==> config.mk <==
export PLATFORM = sky130hd
export DESIGN_NAME = onewire_bus_master
export DESIGN_NICKNAME = d
export VERILOG_FILES = /design/src/owbm_pkg.sv /design/src/onewire_bus_master.sv
export SDC_FILE = /design/constraint.sdc
export NUM_CORES = 1
export LEC_CHECK = 0
export BUFFER_PORTS_ARGS = -buffer_cell sky130_fd_sc_hd__buf_2
export CAP_MARGIN = 0
export CORE_MARGIN = 2
export CORE_UTILIZATION = 40
export DETAILED_ROUTE_END_ITERATION = 7
export SYNTH_ARGS = -nofsm -noshare
export SYNTH_HDL_FRONTEND = slang
export SYNTH_SLANG_ARGS = --single-unit
==> constraint.sdc <==
create_clock -name i_clk -period 4 [get_ports i_clk]
set_input_delay 0 -clock i_clk [delete_from_list [all_inputs] [get_ports i_clk]]
set_output_delay 0 -clock i_clk [all_outputs]
set_load 0.05 [all_outputs]
==> src/owbm_pkg.sv <==
// shared types and constants for the one-wire bus master
// phase codes, command kinds, register indexes and the result record
package owbm_pkg;

    localparam int PhaseWidth = 3;
    localparam logic [PhaseWidth-1:0] PH_IDLE       = 3'd0;
    localparam logic [PhaseWidth-1:0] PH_RESET_LOW  = 3'd1;
    localparam logic [PhaseWidth-1:0] PH_RESET_WAIT = 3'd2;
    localparam logic [PhaseWidth-1:0] PH_RECOVER    = 3'd3;
    localparam logic [PhaseWidth-1:0] PH_SLOT       = 3'd4;

    localparam logic [1:0] KIND_RESET = 2'd0;
    localparam logic [1:0] KIND_WRITE = 2'd1;
    localparam logic [1:0] KIND_READ  = 2'd2;

    localparam int CfgIndexWidth = 3;
    localparam int CfgDataWidth  = 10;
    localparam logic [CfgIndexWidth-1:0] REG_RESET_LOW       = 3'd0;
    localparam logic [CfgIndexWidth-1:0] REG_PRESENCE_SAMPLE = 3'd1;
    localparam logic [CfgIndexWidth-1:0] REG_RESET_RECOVERY  = 3'd2;
    localparam logic [CfgIndexWidth-1:0] REG_SLOT            = 3'd3;
    localparam logic [CfgIndexWidth-1:0] REG_SHORT_LOW       = 3'd4;
    localparam logic [CfgIndexWidth-1:0] REG_LONG_LOW        = 3'd5;
    localparam logic [CfgIndexWidth-1:0] REG_READ_SAMPLE     = 3'd6;

    localparam logic [9:0] RESET_LOW_DEFAULT       = 10'd480;
    localparam logic [7:0] PRESENCE_SAMPLE_DEFAULT = 8'd70;
    localparam logic [9:0] RESET_RECOVERY_DEFAULT  = 10'd410;
    localparam logic [7:0] SLOT_DEFAULT            = 8'd70;
    localparam logic [5:0] SHORT_LOW_DEFAULT       = 6'd6;
    localparam logic [7:0] LONG_LOW_DEFAULT        = 8'd60;
    localparam logic [7:0] READ_SAMPLE_DEFAULT     = 8'd15;

    localparam logic [2:0] LAST_BIT = 3'd7;

    typedef struct packed {
        logic       drive_low;
        logic       busy_res;
        logic       done_res;
        logic       presence;
        logic [7:0] read_byte;
        logic       rejected;
    } t_result;

endpackage

==> src/onewire_bus_master.sv <==
// one-wire bus master: one request per microsecond tick, one result per request
// a taken request's result enters the output queue in the next cycle
// throughput: one request per cycle; a two-entry output queue keeps input open while
// a result waits, input stalls only when both entries are full
// reset (synchronous, active low): phase idle, counters and shift register cleared,
// timing registers back to their defaults, output queue empty
module onewire_bus_master #(
    parameter int COUNT_WIDTH = 10
) (
    input  logic                               i_clk,
    input  logic                               i_rst_n,
    input  logic                               i_in_valid,
    output logic                               o_in_stall,
    input  logic                               i_cmd_valid,
    input  logic [1:0]                         i_kind,
    input  logic [7:0]                         i_data_byte,
    input  logic                               i_line_level,
    output logic                               o_out_valid,
    input  logic                               i_out_stall,
    output logic                               o_drive_low,
    output logic                               o_busy_res,
    output logic                               o_done_res,
    output logic                               o_presence,
    output logic [7:0]                         o_read_byte,
    output logic                               o_rejected,
    input  logic                               i_cfg_we,
    input  logic [owbm_pkg::CfgIndexWidth-1:0] i_cfg_index,
    input  logic [owbm_pkg::CfgDataWidth-1:0]  i_cfg_data
);

    // timing registers
    logic [9:0] r_reset_low;
    logic [7:0] r_presence_sample;
    logic [9:0] r_reset_recovery;
    logic [7:0] r_slot;
    logic [5:0] r_short_low;
    logic [7:0] r_long_low;
    logic [7:0] r_read_sample;

    always_ff @(posedge i_clk) begin
        if (!i_rst_n) begin
            r_reset_low       <= owbm_pkg::RESET_LOW_DEFAULT;
            r_presence_sample <= owbm_pkg::PRESENCE_SAMPLE_DEFAULT;
            r_reset_recovery  <= owbm_pkg::RESET_RECOVERY_DEFAULT;
            r_slot            <= owbm_pkg::SLOT_DEFAULT;
            r_short_low       <= owbm_pkg::SHORT_LOW_DEFAULT;
            r_long_low        <= owbm_pkg::LONG_LOW_DEFAULT;
            r_read_sample     <= owbm_pkg::READ_SAMPLE_DEFAULT;
        end else if (i_cfg_we) begin
            unique case (i_cfg_index)
                owbm_pkg::REG_RESET_LOW:       r_reset_low       <= i_cfg_data[9:0];
                owbm_pkg::REG_PRESENCE_SAMPLE: r_presence_sample <= i_cfg_data[7:0];
                owbm_pkg::REG_RESET_RECOVERY:  r_reset_recovery  <= i_cfg_data[9:0];
                owbm_pkg::REG_SLOT:            r_slot            <= i_cfg_data[7:0];
                owbm_pkg::REG_SHORT_LOW:       r_short_low       <= i_cfg_data[5:0];
                owbm_pkg::REG_LONG_LOW:        r_long_low        <= i_cfg_data[7:0];
                owbm_pkg::REG_READ_SAMPLE:     r_read_sample     <= i_cfg_data[7:0];
                default: ;
            endcase
        end
    end

    // bus state
    logic [owbm_pkg::PhaseWidth-1:0] r_phase, n_phase;
    logic [COUNT_WIDTH-1:0]          r_count, n_count;
    logic [2:0]                      r_bit, n_bit;
    logic [7:0]                      r_shift, n_shift;
    logic [1:0]                      r_kind, n_kind;
    logic                            r_presence, n_presence;

    logic             in_accept;
    owbm_pkg::t_result result;

    // start-of-request view after a possible command launch
    logic [owbm_pkg::PhaseWidth-1:0] s_phase;
    logic [COUNT_WIDTH-1:0]          s_count;
    logic [2:0]                      s_bit;
    logic [7:0]                      s_shift;
    logic [1:0]                      s_kind;
    logic                            rej;

    logic [COUNT_WIDTH-1:0] count_inc;
    logic [7:0]             slot_len;
    logic [7:0]             sample_at;
    logic [7:0]             low_len;
    logic [7:0]             shift_rd;
    logic [7:0]             shift_end;

    always_comb begin
        s_phase = r_phase;
        s_count = r_count;
        s_bit   = r_bit;
        s_shift = r_shift;
        s_kind  = r_kind;
        rej     = 1'b0;
        if (i_cmd_valid) begin
            if (r_phase != owbm_pkg::PH_IDLE || i_kind > owbm_pkg::KIND_READ) begin
                rej = 1'b1;
            end else begin
                s_kind  = i_kind;
                s_count = '0;
                s_bit   = '0;
                if (i_kind == owbm_pkg::KIND_RESET) begin
                    s_phase = owbm_pkg::PH_RESET_LOW;
                end else begin
                    s_phase = owbm_pkg::PH_SLOT;
                    s_shift = (i_kind == owbm_pkg::KIND_WRITE) ? i_data_byte : 8'd0;
                end
            end
        end
    end

    always_comb begin
        count_inc = s_count + COUNT_WIDTH'(1);
        slot_len  = (r_slot == 8'd0) ? 8'd1 : r_slot;
        sample_at = (r_read_sample < slot_len) ? r_read_sample : slot_len - 8'd1;
        low_len   = s_shift[0] ? {2'b00, r_short_low} : r_long_low;
        // read sample lands in the shift register before the slot end check
        shift_rd  = (s_count == COUNT_WIDTH'(sample_at))
                    ? {i_line_level, s_shift[7:1]} : s_shift;
        shift_end = (s_kind == owbm_pkg::KIND_WRITE) ? {1'b0, s_shift[7:1]} : shift_rd;
    end

    always_comb begin
        n_phase    = s_phase;
        n_count    = s_count;
        n_bit      = s_bit;
        n_shift    = s_shift;
        n_kind     = s_kind;
        n_presence = r_presence;
        result     = '0;
        result.rejected = rej;

        unique case (s_phase)
            owbm_pkg::PH_RESET_LOW: begin
                result.drive_low = 1'b1;
                if (count_inc >= COUNT_WIDTH'(r_reset_low)) begin
                    n_phase = owbm_pkg::PH_RESET_WAIT;
                    n_count = '0;
                end else begin
                    n_count = count_inc;
                end
            end
            owbm_pkg::PH_RESET_WAIT: begin
                if (s_count >= COUNT_WIDTH'(r_presence_sample)) begin
                    n_presence = ~i_line_level;
                    n_count    = '0;
                    if (r_reset_recovery == 10'd0) begin
                        n_phase         = owbm_pkg::PH_IDLE;
                        result.done_res = 1'b1;
                    end else begin
                        n_phase = owbm_pkg::PH_RECOVER;
                    end
                end else begin
                    n_count = count_inc;
                end
            end
            owbm_pkg::PH_RECOVER: begin
                if (count_inc >= COUNT_WIDTH'(r_reset_recovery)) begin
                    n_phase         = owbm_pkg::PH_IDLE;
                    n_count         = '0;
                    result.done_res = 1'b1;
                end else begin
                    n_count = count_inc;
                end
            end
            owbm_pkg::PH_SLOT: begin
                if (s_kind == owbm_pkg::KIND_WRITE) begin
                    result.drive_low = (s_count < COUNT_WIDTH'(low_len));
                end else begin
                    result.drive_low = (s_count < COUNT_WIDTH'(r_short_low));
                    n_shift          = shift_rd;
                end
                if (count_inc >= COUNT_WIDTH'(slot_len)) begin
                    n_count = '0;
                    n_shift = shift_end;
                    if (s_bit == owbm_pkg::LAST_BIT) begin
                        n_bit           = '0;
                        n_phase         = owbm_pkg::PH_IDLE;
                        result.done_res = 1'b1;
                        if (s_kind == owbm_pkg::KIND_READ) begin
                            result.read_byte = shift_end;
                        end
                    end else begin
                        n_bit = s_bit + 3'd1;
                    end
                end else begin
                    n_count = count_inc;
                end
            end
            default: ;
        endcase

        result.busy_res = (n_phase != owbm_pkg::PH_IDLE);
        result.presence = n_presence;
    end

    always_ff @(posedge i_clk) begin
        if (!i_rst_n) begin
            r_phase    <= owbm_pkg::PH_IDLE;
            r_count    <= '0;
            r_bit      <= '0;
            r_shift    <= '0;
            r_kind     <= '0;
            r_presence <= 1'b0;
        end else if (in_accept) begin
            r_phase    <= n_phase;
            r_count    <= n_count;
            r_bit      <= n_bit;
            r_shift    <= n_shift;
            r_kind     <= n_kind;
            r_presence <= n_presence;
        end
    end

    // two-entry output queue: head drives the ports, second entry is the skid
    owbm_pkg::t_result r_head, r_skid;
    logic              r_head_valid, r_skid_valid;
    logic              out_pop;

    assign o_in_stall = r_skid_valid;
    assign in_accept  = i_in_valid && !o_in_stall;
    assign out_pop    = r_head_valid && !i_out_stall;

    always_ff @(posedge i_clk) begin
        if (!i_rst_n) begin
            r_head_valid <= 1'b0;
            r_skid_valid <= 1'b0;
        end else begin
            if (r_skid_valid) begin
                if (out_pop) begin
                    r_skid_valid <= 1'b0;
                end
            end else if (r_head_valid) begin
                if (in_accept && !out_pop) begin
                    r_skid_valid <= 1'b1;
                end else if (!in_accept && out_pop) begin
                    r_head_valid <= 1'b0;
                end
            end else if (in_accept) begin
                r_head_valid <= 1'b1;
            end
        end
    end

    always_ff @(posedge i_clk) begin
        if (r_skid_valid) begin
            if (out_pop) begin
                r_head <= r_skid;
            end
        end else if (in_accept) begin
            if (!r_head_valid || out_pop) begin
                r_head <= result;
            end else begin
                r_skid <= result;
            end
        end
    end

    assign o_out_valid = r_head_valid;
    assign o_drive_low = r_head.drive_low;
    assign o_busy_res  = r_head.busy_res;
    assign o_done_res  = r_head.done_res;
    assign o_presence  = r_head.presence;
    assign o_read_byte = r_head.read_byte;
    assign o_rejected  = r_head.rejected;

endmodule
==> flow_summary.ini, run 1 <==
[run]
cap_violations = 0

[yosys]
synth_top_area_share_pct = 23.41
synth_edf_count = 26
synthesis.nets = 1001
ys_top_cells_by_count = 158 x nand2_1, 87 x dfxtp_1, 59 x inv_1
ys_seq_elements = 113
yosys-top-cells-area = dfxtp_1 23%, edfxtp_1 10%, ha_1 9.3%
ys_seq_area_share_pct = 33.91
ys.flop_type = dfxtp_1
synth_top_area_cell = dfxtp_1
avgSynthCellArea_um2 = 8.121
ys_types = 76
synth_area_um2 = 7438
synthCells = 916
synth.most_common_cell = nand2_1
synth-warning-count = 0
async_reset_ff_share_pct = 0

[route]
first_iter_violations = 574
wl_um = 22380
drc = 0
wl_per_cell_um = 18.18
ant_nets = 0
vias = 7022
first_pass_iters = 5
vias_per_cell = 5.704

[setup_path]
r2r-start = r_phase[0]
path_cells = buf_4 > or3_1 > nor2_1 > buf_4 > nor2_1 > ha_1 > nand2_1 > o21ai_0 > o31ai_1 > a21oi_1 > a21oi_1 > nand4_1 > or2_2
max_stage_delay_ns = 0.49
reg2reg_depth = 13
worst_ep_required_time_ns = 4.17
r2r_end = r_skid[11]
slowest_stage = or3_1
rrSetupSlack_ns = 0.22
path_class = register to register
arrival_ns = 3.96
crit_buf_inv = 2
startpoint_type = register
end_kind = register
critical_path.top_delay_family = simple AND/OR/NAND/NOR gates
worstPathMaxFanout = 18

[floorplanning]
dieArea_um2 = 19700
rows = 49
die-height_um = 140.4
die_width_um = 140.4
start_util_pct = 41.13
core_um2 = 18090
pin_count = 45

[place]
dp_hpwl_um = 16540
gp_congestion = 0.8810
place_area_um2 = 8082
numPortBuffers = 44

[sta]
rsz0062_at_grt = false
fmaxAchievable_ghz = 0.2645
maxSlewViolCount = 0
finalCritPeriodShare_pct = 94.53
min_period_ns = 3.781
final.setup.tns_ns = 0
fin_worst_skew_ns = 0.009436
slew_headroom_pct = 32.68
setup_violations = 0
hold_violations = 0
worst_pin_slew_ns = 1.006

[hold_path]
hp-start = i_kind[1]
min_to = r_kind[1]
hp-class = primary input to register
hold-path-cell-count = 4

[clock_network]
post_cts_buffers = 0
cts_buffers = 17
cts.clk_slew.worst_paths_ns = 0.05
htree_num_levels = 4
clock_sinks = 113
clock_tree.root_cell = clkbuf_16
clock_latency_ns = 0.43
cts_tree = done
cts_buffer_depth = 2

[final_layout]
syn_to_final_growth_pct = 19.82
drive_gt1_share_pct = 14.07
nets = 1074
finalInstanceArea_um2 = 8912
n_antenna_cell = 0

[global_routing]
antenna_found_initial = 0
grt_remaining_overflow = 0
grt_pass1_vias = 6709
track_usage_pct = 23.55
grt_max_degree = 58
grt_first_pass_wirelength_um = 36560

[power]
power.density_nw_per_um2 = 410.3
peakVddDrop_mv = 0.3192
leakage_nw = 3.607

[status]
outcome = finished, final reports clean
## layout by cell type, fill, tap and decap left out, types with 6 or more instances in the layout
| master | instances |
|---|---|
| a21boi_0 | 44 |
| a21o_1 | 6 |
| a21oi_1 | 45 |
| a22oi_1 | 6 |
| a31oi_1 | 7 |
| a32oi_1 | 10 |
| and2_1 | 12 |
| and3_1 | 8 |
| buf_2 | 44 |
| buf_4 | 39 |
| clkbuf_16 | 20 |
| dfxtp_1 | 87 |
| dlygate4sd3_1 | 14 |
| edfxtp_1 | 26 |
| ha_1 | 54 |
| inv_1 | 59 |
| mux2i_1 | 14 |
| nand2_1 | 158 |
| nand2b_1 | 15 |
| nand3_1 | 39 |
| nand4_1 | 7 |
| nor2_1 | 37 |
| nor2b_1 | 8 |
| nor3_1 | 16 |
| nor4_1 | 6 |
| o211ai_1 | 22 |
| o21ai_0 | 54 |
| o21ai_1 | 6 |
| o22ai_1 | 6 |
| o31ai_1 | 9 |
| or3_1 | 8 |
| xnor2_1 | 11 |
## worst max-delay path by stage
| stage | endpoint | slack (ns) | startpoint | depth (start not counted) |
|---|---|---|---|---|
| after floorplan | o_read_byte[2] | 0.02 | r_phase[0] | 18 |
| after global placement | o_drive_low | 0.12 | r_phase[0] | 14 |
| after detailed placement | o_drive_low | 0.09 | r_phase[0] | 14 |
| after CTS | o_drive_low | 0.04 | r_phase[0] | 14 |
| after global routing | o_read_byte[2] | 0.04 | r_phase[1] | 14 |
| final | r_skid[11] | 0.22 | r_phase[0] | 13 |
## area by class of cell
| cell class | count | area [um2] |
|---|---|---|
| Fill cell | 1760 | 9174 |
| Multi-Input combinational cell | 701 | 4557 |
| Sequential cell | 113 | 2522 |
| Timing Repair Buffer | 97 | 653.1 |
| Clock buffer | 23 | 535.5 |
| Tap cell | 229 | 286.5 |
| Inverter | 59 | 221.5 |
| Clock inverter | 9 | 136.4 |
## layer usage
metal / track usage, % / vias to the layer above / part of all wire, %
met5: 0 / - / 0
met4: 9.197 / 0 / 2.4
met3: 4.274 / 35 / 5.0
met2: 37.18 / 210 / 45
met1: 32.01 / 3288 / 48
li1: - / 3489 / -
## worst register-to-register path, cell delays in order, from the launching register on
cell and delay (ns):
dfxtp_1 0.33, buf_4 0.18, or3_1 0.49, nor2_1 0.33, buf_4 0.31, nor2_1 0.14
ha_1 0.33, nand2_1 0.07, o21ai_0 0.12, o31ai_1 0.25, a21oi_1 0.19, a21oi_1 0.31
nand4_1 0.19, or2_2 0.31
## flip-flops by register name, summed over array words and instances (netlist names), 2 cells and up
register	count
o_read_byte	8
r_bit	3
r_count	10
r_kind	2
r_long_low	8
r_phase	3
r_presence_sample	8
r_read_sample	8
r_reset_low	10
r_reset_recovery	10
r_shift	8
r_short_low	6
r_skid	13
r_slot	8
## where the power goes
part / switching [mW] / internal (mW) / total [mW]
Clock: 0.580 / 1.14 / 1.72
Sequential: 0.0402 / 1.22 / 1.26
Combinational: 0.431 / 0.246 / 0.677
Total: 1.05 / 2.61 / 3.66
## repair_timing
action | 4_1_cts | 5_1_grt
hold buffers | 14 | 0
resized for setup | 0 | 8
endpoints found under the hold margin | 63 | 0
endpoints found under the setup margin | 0 | 19
## metrics by stage
step	cells	setup WS, ns	utilization, %	power (mW)	hold slack (ns)
floorplan	916	0.01508	-	1.717	0.1240
global placement	1185	0.1166	44.68	1.930	0.2434
detailed placement	1185	0.08991	44.68	1.935	0.2521
CTS	1231	0.04271	49.17	3.656	0.009780
global route	1231	0.03883	49.28	3.793	0.03209
finish	1231	0.2187	49.28	3.656	0.03402
## cell families after synthesis
kind of cell	after synthesis	synth area share (%)
simple gates	341	22.12
compound gates	272	25.20
flops	113	33.91
buf+inv	102	5.282
fa+ha+maj	56	9.386
mux	17	2.338
xor+xnor	15	1.766
No activity file was read; power rests on OpenSTA's default activity.
==> run 2: changes to the inputs <==
--- a/config.mk
+++ b/config.mk
@@ -8,8 +8,9 @@
 export BUFFER_PORTS_ARGS = -buffer_cell sky130_fd_sc_hd__buf_2
 export CAP_MARGIN = 0
 export CORE_MARGIN = 2
-export CORE_UTILIZATION = 40
+export CORE_UTILIZATION = 55
 export DETAILED_ROUTE_END_ITERATION = 7
+export PLACE_DENSITY = 0.76
 export SYNTH_ARGS = -nofsm -noshare
 export SYNTH_HDL_FRONTEND = slang
 export SYNTH_SLANG_ARGS = --single-unit
==> run 2 against run 1 <==
  * The run now ends with DRC left
  * Critical path type unchanged
  * Register-to-register slack got worse by 0.08 ns
  * Fmax decreased by 2.0%
  * Core utilization increased by 17 points
  * Largest cell class unchanged
==> flow_summary.ini, run 2 (synthesis results as in run 1) <==
[status]
outcome = finished, violations left
violations = DRC

[place]
gp_congestion = 0.9580
numPortBuffers = 44
dp_hpwl_um = 15380

[sta]
min_period_ns = 3.860
fmaxAchievable_ghz = 0.2591
setup_violations = 0
finalCritPeriodShare_pct = 96.50
final.setup.tns_ns = 0
fin_worst_skew_ns = 0.009417
rsz0062_at_grt = false
maxSlewViolCount = 0
hold_violations = 0
slew_headroom_pct = 26.87
worst_pin_slew_ns = 1.093

[setup_path]
r2r_end = o_drive_low
end_kind = register
crit_top_cell = a21oi_1
path_cells = buf_4 > or3_1 > o31ai_4 > and2_4 > nor2_1 > a21oi_1 > ha_1 > a21oi_1 > o22ai_1 > nor3_1 > o31ai_1 > a2111oi_0 > o21ai_0 > a31oi_1
r2r-start = r_phase[0]
crit_buf_inv = 1
slowest_stage = or3_1
critical_path.top_delay_family = compound AO/OA/AOI/OAI gates
startpoint_type = register
rrSetupSlack_ns = 0.14
arrival_ns = 4.12
max_stage_delay_ns = 0.51
worstPathMaxFanout = 11
worst_ep_required_time_ns = 4.26
reg2reg_depth = 14
path_class = register to register

[clock_network]
htree_num_levels = 4
cts_buffers = 17
clock_sinks = 113
clock_latency_ns = 0.43
clock_tree.root_cell = clkbuf_16
cts_buffer_depth = 2
cts.clk_slew.worst_paths_ns = 0.06
post_cts_buffers = 0
cts_tree = done

[route]
vias_per_cell = 6.193
wl_per_cell_um = 18.26
first_pass_iters = 8
wl_um = 21460
first_iter_violations = 749
drc = 3
ant_nets = 0
vias = 7277

[power]
switchingPower_mw = 1.018
p_int_mw = 2.536
leakage_nw = 3.575
peakVddDrop_mv = 0.2936
pwr-share-comb_pct = 18.8
power.density_nw_per_um2 = 403.6
p_seq_share_pct = 35.6
power.share.clock_pct = 45.6
swShare_pct = 28.64

[floorplanning]
die_width_um = 120.3
dieArea_um2 = 14470
die-height_um = 120.3
pin_count = 45
start_util_pct = 56.17
rows = 42
core_um2 = 13240

[hold_path]
hp-class = primary input to register
hp-start = i_cmd_valid
hold-path-cell-count = 2
min_to = r_skid[0]

[final_layout]
final_common_cell = nand2_1
drive_gt1_share_pct = 13.71
top_register = r_skid
layout_common_cells = 157 x nand2_1, 87 x dfxtp_1, 59 x inv_1
largest_reg_flops = 13
syn_to_final_growth_pct = 18.39
nFillCells = 1124
n_antenna_cell = 0
utilization_pct = 66.50
nets = 1071

[global_routing]
track_usage_pct = 30.65
grt_first_pass_wirelength_um = 35020
grt_pass1_vias = 6712
grt_max_degree = 60
antenna_found_initial = 0
grt_remaining_overflow = 0

[run]
cap_violations = 0
[run 2: layer usage]
layer	up-vias	global-route usage, %	wire (um)
li1	3481	-	-
met1	3381	40.99	9353
met2	352	48.62	9871
met3	63	6.179	1647
met4	0	12.43	588
met5	-	0	0
[run 2: worst max path at each step]
stage / startpoint / to / slack (ns) / cells past startpoint
global placement: r_phase[0] / o_drive_low / -0.08 / 14
finish: r_phase[0] / o_drive_low / 0.14 / 14
detailed placement: r_phase[0] / o_drive_low / -0.07 / 14
floorplan: r_phase[0] / o_read_byte[2] / 0.02 / 18
global route: r_phase[0] / r_skid[11] / 0.004 / 13
CTS: i_kind[1] / r_count[8] / 0.07 / 17
[run 2: layout make-up]
class,instances,area [um2],share of cell area [%]
clock buffers,25,548.0,6.223
clock inverters,7,91.34,1.037
inverters,59,221.5,2.515
multi-input cells,701,4569,51.89
flip-flops and latches,113,2522,28.64
well taps,176,220.2,2.501
repair buffers,94,633.1,7.190
[run 2: worst register-to-register path: stages (launching register included)]
cell       delay (ns)
dfxtp_1          0.33
buf_4            0.18
or3_1            0.51
o31ai_4          0.34
and2_4           0.25
nor2_1           0.05
a21oi_1          0.28
ha_1             0.34
a21oi_1          0.20
o22ai_1          0.09
nor3_1           0.13
o31ai_1          0.10
a2111oi_0        0.38
o21ai_0          0.26
a31oi_1          0.26
[run 2: power by group through the flow]
stage,sequential (mW),clock (mW),combinational (mW)
floorplan,1.32,0,0.396
CTS,1.26,1.62,0.652
global route,1.27,1.68,0.726
detailed placement,1.29,0,0.633
finish,1.26,1.62,0.668
global placement,1.28,0,0.626
[run 2: repair_timing]
item                                   CTS  global route
setup endpoints to repair                1            26
hold buffers                            15             0
gates resized for setup                  2             7
endpoints found under the hold margin   63             0
[run 2: per-stage QoR]
stage	hold slack, ns	instances	area (um2)	total power [mW]	setup slack, ns
5_1_grt	0.04749	1175	8806	3.677	0.003641
2_1_floorplan	0.1240	916	7458	1.717	0.01508
3_3_place_gp	0.2433	1128	7985	1.911	-0.07656
3_5_place_dp	0.2504	1128	7985	1.918	-0.07369
4_1_cts	0.02196	1175	8781	3.536	0.06984
6_report	0.04095	1175	8806	3.554	0.1400
==> run 3: changes to the inputs <==
--- a/config.mk
+++ b/config.mk
@@ -11,6 +11,7 @@
 export CORE_UTILIZATION = 55
 export DETAILED_ROUTE_END_ITERATION = 7
 export PLACE_DENSITY = 0.76
+export REMOVE_ABC_BUFFERS = 1
 export SYNTH_ARGS = -nofsm -noshare
 export SYNTH_HDL_FRONTEND = slang
 export SYNTH_SLANG_ARGS = --single-unit
==> run 3 against run 2 <==
  * The run now ends clean
  * Flip-flop and latch count unchanged
  * Setup slack worse by 0.0096 ns
  * First-iteration DRC count up 8.3%
  * Cell area decreased by 0.23%
  * Hold slack got worse by 0.019 ns
  * Clock-buffer cell count up 1
  * Core utilization shrank 0.15 points
  * Clock skew down 0.0014 ns
  * Global-route usage increased by 0.41 points
  * Register-to-register slack about the same
  * Via count is 1.1% higher
  * Die area unchanged
  * Highest routed layer unchanged
==> flow_summary.ini, run 3 (synthesis results as in run 1) <==
[sta]
fin_hold_ws_ns = 0.02157
hold_violations = 0
min_period_ns = 3.870
setup_violations = 0
worst_pin_slew_ns = 1.087
fmaxAchievable_ghz = 0.2584
finalCritPeriodShare_pct = 96.74
fin_worst_skew_ns = 0.008034
maxSlewViolCount = 0
slew_headroom_pct = 27.25
fin_ws_ns = 0.1304

[global_routing]
grt_first_pass_wirelength_um = 35380
track_usage_pct = 31.06
grt_max_degree = 35
grt_remaining_overflow = 0
grt_pass1_vias = 6973
antenna_found_initial = 0

[route]
vias_per_cell = 6.251
wl_um = 21980
first_iter_violations = 811
wl_per_cell_um = 18.68
ant_nets = 0
vias = 7357
drc = 0
first_pass_iters = 8

[final_layout]
final_cells = 1177
top_register = r_skid
nFillCells = 1092
n_antenna_cell = 0
layout_common_cells = 158 x nand2_1, 87 x dfxtp_1, 59 x inv_1
utilization_pct = 66.35
multi_input_comb_area_um2 = 4593
final_common_cell = nand2_1
layout.area.seq_um2 = 2522
syn_to_final_growth_pct = 18.12
drive_gt1_share_pct = 14.19
largest_reg_flops = 13
nets = 1074

[clock_network]
clock_sinks = 113
cts_buffer_depth = 2
cts.clk_slew.worst_paths_ns = 0.06
clock_latency_ns = 0.42
htree_num_levels = 4
clock_tree.root_cell = clkbuf_16
cts_tree = done
cts_buffers = 17
post_cts_buffers = 0

[run]
cap_violations = 0

[power]
peakVddDrop_mv = 0.2605
power.density_nw_per_um2 = 390.0
leakage_nw = 3.580
total_power_mw = 3.426

[place]
dp_hpwl_um = 15670
pre_cts_slack_ns = 0.01149
place_inst = 1131
numPortBuffers = 44
gp_congestion = 0.9545

[setup_path]
worst_ep_required_time_ns = 4.17
end_kind = register
path_class = register to register
startpoint_type = register
worstPathMaxFanout = 10
arrival_ns = 4.04

[floorplanning]
rows = 42
dieArea_um2 = 14470
start_util_pct = 56.17
pin_count = 45
die_width_um = 120.3
core_um2 = 13240
die-height_um = 120.3

[hold_path]
hp-class = primary input to register

[status]
outcome = finished, final reports clean
run 3: worst paths after layout:
path / from / cells past startpoint / end / slack (ns)
setup reg to reg: r_phase[0] / 14 / o_read_byte[2] / 0.13
setup / recovery: r_phase[0] / 14 / o_read_byte[2] / 0.13
hold reg to reg: r_presence / 2 / r_presence / 0.47
hold / removal: i_kind[1] / 4 / r_kind[1] / 0.02
run 3: critical path, cell delays in order, from the launching register on:
cell and delay (ns):
dfxtp_1 0.32, nor3_2 0.22, nand2_1 0.15, and2_1 0.22
ha_1 0.32, nand3_1 0.19, xnor2_2 0.15, ha_1 0.28
a21o_1 0.20, a2111o_1 0.46, o211ai_1 0.33, buf_4 0.24
nor2_1 0.07, and3_1 0.21, a221o_1 0.26
run 3: final cells by class:
class	instances	area share, %
repair buffers	97	7.476
inverters	59	2.521
multi-input cells	701	52.28
clock inverters	5	0.5981
clock buffers	26	5.910
well taps	176	2.506
flip-flops and latches	113	28.71
run 3: timing repair:
item | CTS | global route
resized for setup | 2 | 13
cloned | 0 | 1
endpoints found under the setup margin | 6 | 20
hold buffers | 14 | 0
pin swaps | 0 | 1
hold endpoints to repair | 61 | 0
run 3: metal layers:
metal	wire (um)	up-vias	track usage [%]
li1	-	3504	-
met2	10070	406	49.25
met4	835	0	15.26
met1	9216	3383	40.24
met5	0	-	0
met3	1858	64	6.604
run 3: power by group:
part | leakage, nW | internal (mW) | switching [mW]
Combinational | 2.35 | 0.249 | 0.443
Sequential | 0.947 | 1.22 | 0.0376
Clock | 0.282 | 0.945 | 0.528
Total | 3.58 | 2.42 | 1.01
run 3: through the flow:
step                cell area [um2]  setup TNS [ns]
floorplan                      7267          -6.070
global placement               7995        -0.02950
detailed placement             7995               0
CTS                            8710               0
global route                   8786       -0.001990
finish                         8786               0
